<file path="src/design/des_pkg.sv">
// ---------------------------------------------------------------------------
// Directory entry search package
// Word types, status codes, register indexes and entry layout constants.
// ---------------------------------------------------------------------------
package des_pkg;

    localparam int ENTRY_BYTES = 32;
    localparam int NAME_BYTES  = 11;
    localparam int NAME_BITS   = 8 * NAME_BYTES;
    localparam int OFF_W       = 9;
    localparam int CFG_IDX_W   = 2;
    localparam int CFG_DATA_W  = 64;

    localparam logic [4:0] ATTR_INDEX = 5'd11;

    localparam logic [7:0] MARK_END       = 8'h00;
    localparam logic [7:0] MARK_DELETED   = 8'hE5;
    localparam logic [7:0] ATTR_LONG_NAME = 8'h0F;
    localparam logic [7:0] ATTR_LABEL_BIT = 8'h08;

    localparam logic [1:0] ST_FOUND = 2'd0;
    localparam logic [1:0] ST_FREE  = 2'd1;
    localparam logic [1:0] ST_NONE  = 2'd2;

    localparam logic [CFG_IDX_W-1:0] CFG_NAME_FIRST_EIGHT = 2'd0;
    localparam logic [CFG_IDX_W-1:0] CFG_NAME_LAST_THREE  = 2'd1;
    localparam logic [CFG_IDX_W-1:0] CFG_FREE_SLOT_MODE   = 2'd2;

    typedef struct packed {
        logic [7:0]  entry_byte;
        logic [31:0] sector_address;
        logic        end_of_directory;
    } t_in_word;

    typedef struct packed {
        logic [1:0]       status;
        logic [31:0]      slot_sector;
        logic [OFF_W-1:0] slot_offset;
    } t_out_word;

endpackage

</file>
<file path="src/design/directory_entry_search.sv">
// ---------------------------------------------------------------------------
// Directory entry search
// Scans a stream of directory bytes for a short name or a free slot.
// ---------------------------------------------------------------------------
// One directory byte is accepted per clock, back to back, while no end word
// is held back. The one result of a directory is registered and shows on
// the output in the cycle after its end word is accepted. Bytes that end
// no directory are taken even while a result waits; an end word waits only
// while the output register is full and stalled.
module directory_entry_search #(
    parameter int SECTOR_BYTES = 512
) (
    input  logic                                i_clk,
    input  logic                                i_rst_n,
    input  logic                                i_cfg_we,
    input  logic [des_pkg::CFG_IDX_W-1:0]       i_cfg_index,
    input  logic [des_pkg::CFG_DATA_W-1:0]      i_cfg_data,
    input  logic                                i_in_valid,
    output logic                                o_in_ready,
    input  des_pkg::t_in_word                   i_in_word,
    output logic                                o_out_valid,
    input  logic                                i_out_ready,
    output des_pkg::t_out_word                  o_out_word
);
    import des_pkg::*;

    logic [63:0]        r_name_first_eight;
    logic [23:0]        r_name_last_three;
    logic               r_free_mode;
    logic               r_out_valid;
    t_out_word          r_out;
    t_out_word          result;
    logic               take;

    assign o_in_ready  = !r_out_valid || i_out_ready || !i_in_word.end_of_directory;
    assign take        = i_in_valid && o_in_ready;
    assign o_out_valid = r_out_valid;
    assign o_out_word  = r_out;

    always_ff @(posedge i_clk) begin
        if (!i_rst_n) begin
            r_name_first_eight <= '0;
            r_name_last_three  <= '0;
            r_free_mode        <= 1'b0;
        end else if (i_cfg_we) begin
            unique case (i_cfg_index)
                CFG_NAME_FIRST_EIGHT: r_name_first_eight <= i_cfg_data;
                CFG_NAME_LAST_THREE:  r_name_last_three  <= i_cfg_data[23:0];
                CFG_FREE_SLOT_MODE:   r_free_mode        <= i_cfg_data[0];
                default: ;
            endcase
        end
    end

    des_scan #(
        .SECTOR_BYTES(SECTOR_BYTES)
    ) u_scan (
        .i_clk       (i_clk),
        .i_rst_n     (i_rst_n),
        .i_take      (take),
        .i_word      (i_in_word),
        .i_name      ({r_name_last_three, r_name_first_eight}),
        .i_free_mode (r_free_mode),
        .o_result    (result)
    );

    always_ff @(posedge i_clk) begin
        if (!i_rst_n) begin
            r_out_valid <= 1'b0;
        end else if (take && i_in_word.end_of_directory) begin
            r_out_valid <= 1'b1;
        end else if (i_out_ready) begin
            r_out_valid <= 1'b0;
        end
    end

    always_ff @(posedge i_clk) begin
        if (take && i_in_word.end_of_directory) begin
            r_out <= result;
        end
    end

endmodule

</file>
<file path="src/design/des_scan.sv">
// ---------------------------------------------------------------------------
// Directory entry search: scan state
// Per-byte entry parsing, name compare and match / free slot tracking.
// ---------------------------------------------------------------------------
module des_scan #(
    parameter int SECTOR_BYTES = 512
) (
    input  logic                      i_clk,
    input  logic                      i_rst_n,
    input  logic                      i_take,
    input  des_pkg::t_in_word         i_word,
    input  logic [des_pkg::NAME_BITS-1:0] i_name,
    input  logic                      i_free_mode,
    output des_pkg::t_out_word        o_result
);
    import des_pkg::*;

    localparam int POS_W = $clog2(SECTOR_BYTES);
    localparam logic [POS_W-1:0] POS_LAST = POS_W'(SECTOR_BYTES - 1);

    logic [POS_W-1:0] r_pos, n_pos;
    logic             r_name_eq, n_name_eq;
    logic             r_free, n_free;
    logic             r_stopped, n_stopped;
    logic             r_match_seen, n_match_seen;
    logic [31:0]      r_match_sector, n_match_sector;
    logic [OFF_W-1:0] r_match_off, n_match_off;
    logic             r_free_seen, n_free_seen;
    logic [31:0]      r_free_sector, n_free_sector;
    logic [OFF_W-1:0] r_free_off, n_free_off;

    logic [7:0]         want [16];
    logic [4:0]         idx;
    logic [POS_W-1:0]   ent_pos;
    logic [POS_W+OFF_W-1:0] off_ext;
    logic [OFF_W-1:0]   ent_off;
    logic [7:0]         b;
    logic               is_free;
    logic               skip;

    always_comb begin
        for (int k = 0; k < 16; k++) begin
            if (k < NAME_BYTES) begin
                want[k] = i_name[8*k +: 8];
            end else begin
                want[k] = 8'h00;
            end
        end
    end

    assign idx     = r_pos[4:0];
    assign ent_pos = {r_pos[POS_W-1:5], 5'b0};
    assign off_ext = {{OFF_W{1'b0}}, ent_pos};
    assign ent_off = off_ext[OFF_W-1:0];
    assign b       = i_word.entry_byte;
    assign is_free = (b == MARK_END) || (b == MARK_DELETED);
    assign skip    = r_free || (b == ATTR_LONG_NAME) || ((b & ATTR_LABEL_BIT) != 8'h00);

    always_comb begin
        n_pos          = (r_pos == POS_LAST) ? '0 : r_pos + POS_W'(1);
        n_name_eq      = r_name_eq;
        n_free         = r_free;
        n_stopped      = r_stopped;
        n_match_seen   = r_match_seen;
        n_match_sector = r_match_sector;
        n_match_off    = r_match_off;
        n_free_seen    = r_free_seen;
        n_free_sector  = r_free_sector;
        n_free_off     = r_free_off;

        if (!r_stopped) begin
            if (idx == 5'd0) begin
                n_free    = is_free;
                n_name_eq = (b == want[0]);
                if (is_free && !r_free_seen) begin
                    n_free_seen   = 1'b1;
                    n_free_sector = i_word.sector_address;
                    n_free_off    = ent_off;
                end
                if (b == MARK_END) begin
                    n_stopped = 1'b1;
                end
            end else if (idx < ATTR_INDEX) begin
                n_name_eq = r_name_eq && (b == want[idx[3:0]]);
            end else if (idx == ATTR_INDEX) begin
                if (!skip && r_name_eq) begin
                    n_match_seen   = 1'b1;
                    n_match_sector = i_word.sector_address;
                    n_match_off    = ent_off;
                    n_stopped      = 1'b1;
                end
            end
        end

        if (n_match_seen) begin
            o_result.status      = ST_FOUND;
            o_result.slot_sector = n_match_sector;
            o_result.slot_offset = n_match_off;
        end else if (i_free_mode && n_free_seen) begin
            o_result.status      = ST_FREE;
            o_result.slot_sector = n_free_sector;
            o_result.slot_offset = n_free_off;
        end else begin
            o_result.status      = ST_NONE;
            o_result.slot_sector = '0;
            o_result.slot_offset = '0;
        end
    end

    always_ff @(posedge i_clk) begin
        if (!i_rst_n) begin
            r_pos        <= '0;
            r_name_eq    <= 1'b1;
            r_free       <= 1'b0;
            r_stopped    <= 1'b0;
            r_match_seen <= 1'b0;
            r_free_seen  <= 1'b0;
        end else if (i_take) begin
            if (i_word.end_of_directory) begin
                r_pos        <= '0;
                r_name_eq    <= 1'b1;
                r_free       <= 1'b0;
                r_stopped    <= 1'b0;
                r_match_seen <= 1'b0;
                r_free_seen  <= 1'b0;
            end else begin
                r_pos        <= n_pos;
                r_name_eq    <= n_name_eq;
                r_free       <= n_free;
                r_stopped    <= n_stopped;
                r_match_seen <= n_match_seen;
                r_free_seen  <= n_free_seen;
            end
        end
    end

    // slot payload is qualified by the seen flags
    always_ff @(posedge i_clk) begin
        if (i_take) begin
            r_match_sector <= n_match_sector;
            r_match_off    <= n_match_off;
            r_free_sector  <= n_free_sector;
            r_free_off     <= n_free_off;
        end
    end

endmodule

</file>
<file path="config.mk">
export PLATFORM = sky130hd
export DESIGN_NAME = directory_entry_search
export DESIGN_NICKNAME = d
export VERILOG_FILES = /design/src/design/des_pkg.sv /design/src/design/directory_entry_search.sv /design/src/design/des_scan.sv
export SDC_FILE = /design/constraint.sdc
export NUM_CORES = 1
export LEC_CHECK = 0
export BUFFER_PORTS_ARGS = -buffer_cell sky130_fd_sc_hd__buf_2
export CAP_MARGIN = 20
export CORE_MARGIN = 1.5
export CORE_UTILIZATION = 35
export CTS_CLUSTER_SIZE = 24
export DETAILED_ROUTE_END_ITERATION = 8
export GPL_TIMING_DRIVEN = 0
export PLACE_DENSITY = 0.55
export RECOVER_POWER = 50
export SLEW_MARGIN = 30
export SYNTH_ARGS = -nofsm -noshare
export SYNTH_HDL_FRONTEND = slang
export SYNTH_SLANG_ARGS = --single-unit
</file>
<file path="constraint.sdc">
create_clock -name i_clk -period 10.5 [get_ports i_clk]
set_clock_uncertainty 0.1 [all_clocks]
set_input_delay 1.575 -clock i_clk [delete_from_list [all_inputs] [get_ports i_clk]]
set_output_delay 1.575 -clock i_clk [all_outputs]
set_load 0.1 [all_outputs]
</file>
# ---- Word-level counts from Yosys, hierarchy flattened
# Index checks and enable logic that the tools add are counted.
dict set report op_classes {
  n_addsub 1
  order_cmp 2
  n_eq_ne 9
  n_mux 49
  n_bitwise 1
  n_reduce_logical 26
}
# operator count
set ops {}
lappend ops {{32-bit 2-to-1 mux} 8}
lappend ops {{9-bit 2-to-1 mux} 10}
lappend ops {{43-bit 2-to-1 mux} 1}
lappend ops {{41-bit 2-to-1 mux} 1}
lappend ops {{8-bit binary-select mux with 4-bit select} 1}
lappend ops {{1-bit 2-to-1 mux} 26}
lappend ops {{8-bit equality test} 2}
lappend ops {{8-bit 2-to-1 mux} 2}
lappend ops {{9-bit by 1-bit adder with 9-bit output (second input constant)} 1}
lappend ops {{9-bit equality test (second input constant)} 1}
lappend ops {{8-bit by 4-bit equality test with 1-bit output (second input constant)} 1}
lappend ops {{8-bit equality test (second input constant)} 1}
lappend ops {{8-bit logical NOT} 1}
lappend ops {{1-bit logical AND} 6}
lappend ops {{2-bit AND reduction} 3}
lappend ops {{3-bit AND reduction} 2}
lappend ops {{5-bit by 4-bit equality test with 1-bit output (second input constant)} 1}
lappend ops {{5-bit >= comparator (second input constant)} 1}
lappend ops {{5-bit logical NOT} 1}
lappend ops {{1-bit logical OR} 5}
lappend ops {{5-bit by 4-bit < comparator with 1-bit output (second input constant)} 1}
lappend ops {{4-bit inverter with 5-bit output} 1}
lappend ops {{1-bit logical NOT} 4}
lappend ops {{2-bit nonzero test} 2}
lappend ops {{5 further kinds} 5}
dict set report word_totals {
  reg_bits 229
  output_inout_bits 45
  word_cells 105
}

# ---- Depth between registers and ports, before layout
dict set report logic_depth {
  ltp_word 11
  ltp_mapped 14
  ltp_nobuf 10
}

# ---- By module
# From an unflattened synthesis, not the netlist that was laid out.
dict set report hier_totals {
  hier_cells 874
  hier_area_um2 10847.9
}
# mod n_inst cells_each area_per_inst_um2
set by_module_without_submodules {}
lappend by_module_without_submodules {des_scan 1 462 5959.5}
lappend by_module_without_submodules {directory_entry_search 1 412 4888.4}

# ---- Worst setup path after synthesis
# Ideal clock, no wire load.
dict set report synth_path {
  kind {input-to-reg}
  startpoint {input i_in_word[0] (netlist bit)}
  endpoint {register u_scan.r_free}
  setup_ps 119
  arrival_time_ps 5045
  required_time_ps 10281
  path_slack_ps 5236
  stages 6
  path_buffers 0
  cell_sequence {nand3b_1 nand2_1 inv_1 o21ai_0 a22oi_1 nor2b_1}
}
dict set report synth_between {
  elab_chain_cells 4
}
# element line_no
set synth_lines {}
lappend synth_lines {{from (decl)} directory_entry_search.sv:20} ;# input des_pkg::t_in_word i_in_word,
lappend synth_lines {{1-bit logical NOT} directory_entry_search.sv:35} ;# assign o_in_ready = !r_out_valid || i_out_ready || !i_in_word.end_of_directory;
lappend synth_lines {{1-bit logical OR} directory_entry_search.sv:35}
lappend synth_lines {{1-bit logical AND} directory_entry_search.sv:36} ;# assign take = i_in_valid && o_in_ready;
lappend synth_lines {{via take} directory_entry_search.sv:33} ;# logic take;
lappend synth_lines {{3-bit AND reduction (no source line)} n/a}
lappend synth_lines {{to (signal assigned)} des_scan.sv:129} ;# r_free <= n_free;
lappend synth_lines {{to (decl)} des_scan.sv:23} ;# logic r_free, n_free;
# The timed path passes the listed nets, and every way through them passes these cells.
# A chain may end at the register's enable or synchronous reset.

# ---- Worst setup path after layout
# Ends and elaborated chain as after synthesis.

==> flow_summary.json <==
{
  "status": "finished with violations",
  "violations": "max-capacitance violations, max-slew violations",
  "grt_pass1_vias": 7612,
  "fp-row-count": 63,
  "grt_max_degree": 51,
  "slowest_stage": "clkinvlp_2",
  "finalSetupTns_ps": 0,
  "critPathBufInv": 3,
  "met3WireLength_um": 1380,
  "htreeDepth": 1,
  "cts_hold_buf": 0,
  "critPathKind": "primary input to flip-flop",
  "r2r-start": "u_scan.r_pos[1]$_SDFFE_PN0P_",
  "drt_iter0_drc": 396,
  "synth_cell_types": 49,
  "via_per_inst": 4.90,
  "yosys_warnings": 0,
  "layout-drive-gt1-share_pct": 21.4,
  "crit_path_max_fanout": 50,
  "io_pins": 157,
  "grt_pass1_wl_um": 41700,
  "crit_chain": "clkbuf_1, nand3b_1, nand2_1, clkinvlp_2, buf_16, o21ai_0, a22oi_1, nor2b_1",
  "setup_ws_ps": 5970,
  "routed.top_layer": "met5",
  "ys_seq_area_share_pct": 55.7,
  "place_ws_ps": 6330,
  "postCtsSetupBuffers": 0,
  "worstSkewPairLatency_ps": 530,
  "fin_area_um2": 12600,
  "core_um2": 29600,
  "die_w_um": 176,
  "cts_made_buffers": 26,
  "worstMarginPinSlew_ps": 2640,
  "min_period_ps": 4530,
  "layoutNonFillerInstCount": 1547,
  "worstRegToRegCells": 14,
  "antenna_found_initial": 2,
  "drc": 0,
  "cts_root_buf": "clkbuf_16",
  "max-vdd-ir-drop_uv": 136,
  "die_h_um": 176,
  "cts_tree": "done",
  "max_stage_delay_ps": 1510,
  "overflow": 0,
  "cp-end-kind": "flip-flop",
  "wl_met1_um": 12500,
  "via_count": 7578,
  "min_from": "r_name_first_eight[34]$_SDFFE_PN0P_",
  "dr.pass1.iters": 5,
  "route.antenna.remaining_nets": 0,
  "hold_class": "flip-flop to flip-flop",
  "setup_viol": 0,
  "relSlewSlack_pct": -76.3,
  "final_hold_viol_count": 0,
  "clock_path_buffers": 3,
  "final-max-slew-violation-count": 82,
  "cts_resized": 0,
  "worstSetupStartpointType": "primary input",
  "maxCapViolations": 2,
  "place_inst": 1500,
  "holdPathEnd": "r_name_first_eight[34]$_SDFFE_PN0P_",
  "netlist_area_um2": 10500,
  "dieArea_um2": 31000,
  "arrival_ps": 4900,
  "hold_depth": 2,
  "synth_seq_cells": 229,
  "area_growth_pct": 19.9,
  "grt_usage_pct": 17.1,
  "p_leak_nw": 4.56,
  "start_util_pct": 35.5,
  "fillers": 2945,
  "insertedDiodeCount": 0,
  "io_buffers": 154,
  "postPlaceCellArea_um2": 11800,
  "timing.rr.end": "o_out_word[7]$_DFFE_PP_",
  "syn_nets": 1069,
  "routedWlPerCell_um": 17.2,
  "crit_required_ps": 10870,
  "clk_pin_slew_ps": 60,
  "wl_met2_um": 11900,
  "max_clock_freq_mhz": 221,
  "cts_sinks": 229,
  "dp_hpwl_um": 18900,
  "power_density_nw_per_um2": 166,
  "gp_congestion": 0.901,
  "period_share_pct": 43.2,
  "crit_family": "buffers and inverters",
  "wl_um": 26500,
  "layout.nets": 1253,
  "netlist_instances": 954,
  "rsz0062_at_grt": "no",
  "syn_area_per_cell_um2": 11.0,
  "reg2reg_slack_ps": 6460
}
placed cells by master, fill, tap and decap left out, types with 5 or more instances in the layout:
cell | synthesis | routed
dfxtp_1 | 104 | 104
clkbuf_1 | 52 | 100
a221oi_1 | 7 | 7
a22o_1 | 5 | 5
mux2_2 | 37 | 37
and3_1 | 6 | 6
mux2_4 | 35 | 35
a21boi_0 | 90 | 90
xor2_1 | 7 | 7
nand2_1 | 260 | 260
nor2_1 | 11 | 11
clkbuf_16 | 0 | 26
inv_1 | 6 | 5
xnor2_1 | 9 | 9
a22oi_1 | 20 | 20
o21ai_0 | 44 | 44
nor2b_1 | 24 | 24
edfxtp_1 | 125 | 125
nor3_1 | 6 | 5
mux2i_1 | 40 | 40
buf_2 | 7 | 123
o2bb2ai_1 | 8 | 8
where the power goes:
group          leakage, nW  switching [mW]  internal, mW  total, mW
Clock                0.404           0.366         0.526      0.893
Combinational         2.11           0.125        0.0647      0.190
Sequential            2.05          0.0135         0.987       1.00
Total                 4.56           0.505          1.58       2.08
worst reg2reg max path, stage by stage (launching register included):
cell,delay (ps)
dfxtp_1,310
clkbuf_1,150
clkbuf_1,340
clkbuf_1,440
inv_1,140
ha_1,140
or4b_4,490
or4_4,460
a211oi_4,290
and2b_1,180
buf_6,150
buf_12,160
mux2_4,320
nand2_1,60
nand2_1,60
cell families (layout without fill, tap and decap cells):
logic type	count (synthesis)	count (layout)	share of synthesized area (%)
adders and majority gates	3	3	0.358
muxes	114	114	13.2
AOI/OAI and AO/OA	187	187	12.6
and+or+nand+nor	332	332	13.4
xor gates and xnor gates	16	16	1.34
DFF	229	229	55.7
buffers and inverters	73	276	3.34
cells in the mapped netlist (all sizes together):
cell     instances  area, µm²
nor4             3       18.8
a22o             5       43.8
nor4b            1       8.76
or2              1       6.26
o211ai           1       7.51
edfxtp         125       3750
and2             3       18.8
mux2i           40        400
a31oi            2       12.5
nor3             6       30.0
a22oi           20        150
and3             6       37.5
nand2b           3       18.8
a221oi           7       61.3
ha               3       37.5
xnor2            9       78.8
nand4            3       18.8
a211oi           1       20.0
o2bb2ai          8       70.1
clkbuf          52        195
a32oi            1       8.76
mux2            72        942
a21o             1       7.51
a21boi          90        676
nor2b           24        150
inv              6       22.5
nand3            4       20.0
nor2            11       41.3
o21a             1       7.51
nand2          260        976
o21ai           44        220
or4b             1       13.8
mux4             2       45.0
or3b             1       8.76
nand3b           2       15.0
nor3b            1       7.51
or4              1       11.3
o211a            1       10.0
o22ai            1       6.26
buf             15        133
a21oi            4       20.0
dfxtp          104       2080
and2b            1       7.51
xor2             7       61.3
metrics by stage:
step	utilization [%]	hold WS, ps	total power, mW
after global placement	39.7	350	1.21
after CTS	42.8	365	2.11
final	42.5	361	2.08
after floorplan	-	340	1.15
after detailed placement	40.0	357	1.21
after global routing	42.5	391	2.16
state kept, by name (all words and copies together), names as in the netlist:
signal / count
o_out_valid: 1
o_out_word: 43
r_free_mode: 1
r_name_first_eight: 64
r_name_last_three: 24
u_scan.r_free: 1
u_scan.r_free_off: 9
u_scan.r_free_sector: 32
u_scan.r_free_seen: 1
u_scan.r_match_off: 9
u_scan.r_match_sector: 32
u_scan.r_match_seen: 1
u_scan.r_name_eq: 1
u_scan.r_pos: 9
u_scan.r_stopped: 1
per-layer routing:
layer	global-route usage [%]	up-vias
li1	-	3730
met1	23.2	3587
met2	27.7	207
met3	3.23	50
met4	4.88	4
met5	0	-
area by class of cell:
cell class                 count  area (µm²)  share of cell area (%)
multi-input combinational    652        4300                    34.2
clock buffer                  36         718                    5.71
tap                          390         488                    3.88
timing repair buffer         156         756                    6.01
sequential                   229        5840                    46.4
clock inverter                11         119                   0.946
buffer                        67         327                    2.60
inverter                       6        23.8                   0.189
how the worst max path moves through the flow:
| stage | cells after the start | slack, ps | startpoint | to |
|---|---|---|---|---|
| finish | 8 | 5970 | i_in_word[0] | u_scan.r_free$_SDFFE_PN0P_ |
| global route | 7 | 5580 | i_in_word[0] | u_scan.r_name_eq$_SDFFE_PN1P_ |
| CTS | 14 | 6400 | u_scan.r_pos[0]$_SDFFE_PN0P_ | o_out_word[7]$_DFFE_PP_ |
| detailed placement | 8 | 6330 | i_in_word[36] | o_out_word[7]$_DFFE_PP_ |
| global placement | 5 | 4570 | i_in_valid | u_scan.r_name_eq$_SDFFE_PN1P_ |
| floorplan | 6 | 5240 | i_in_word[0] | u_scan.r_free$_SDFFE_PN0P_ |
(Power assumes the default switching activity.)
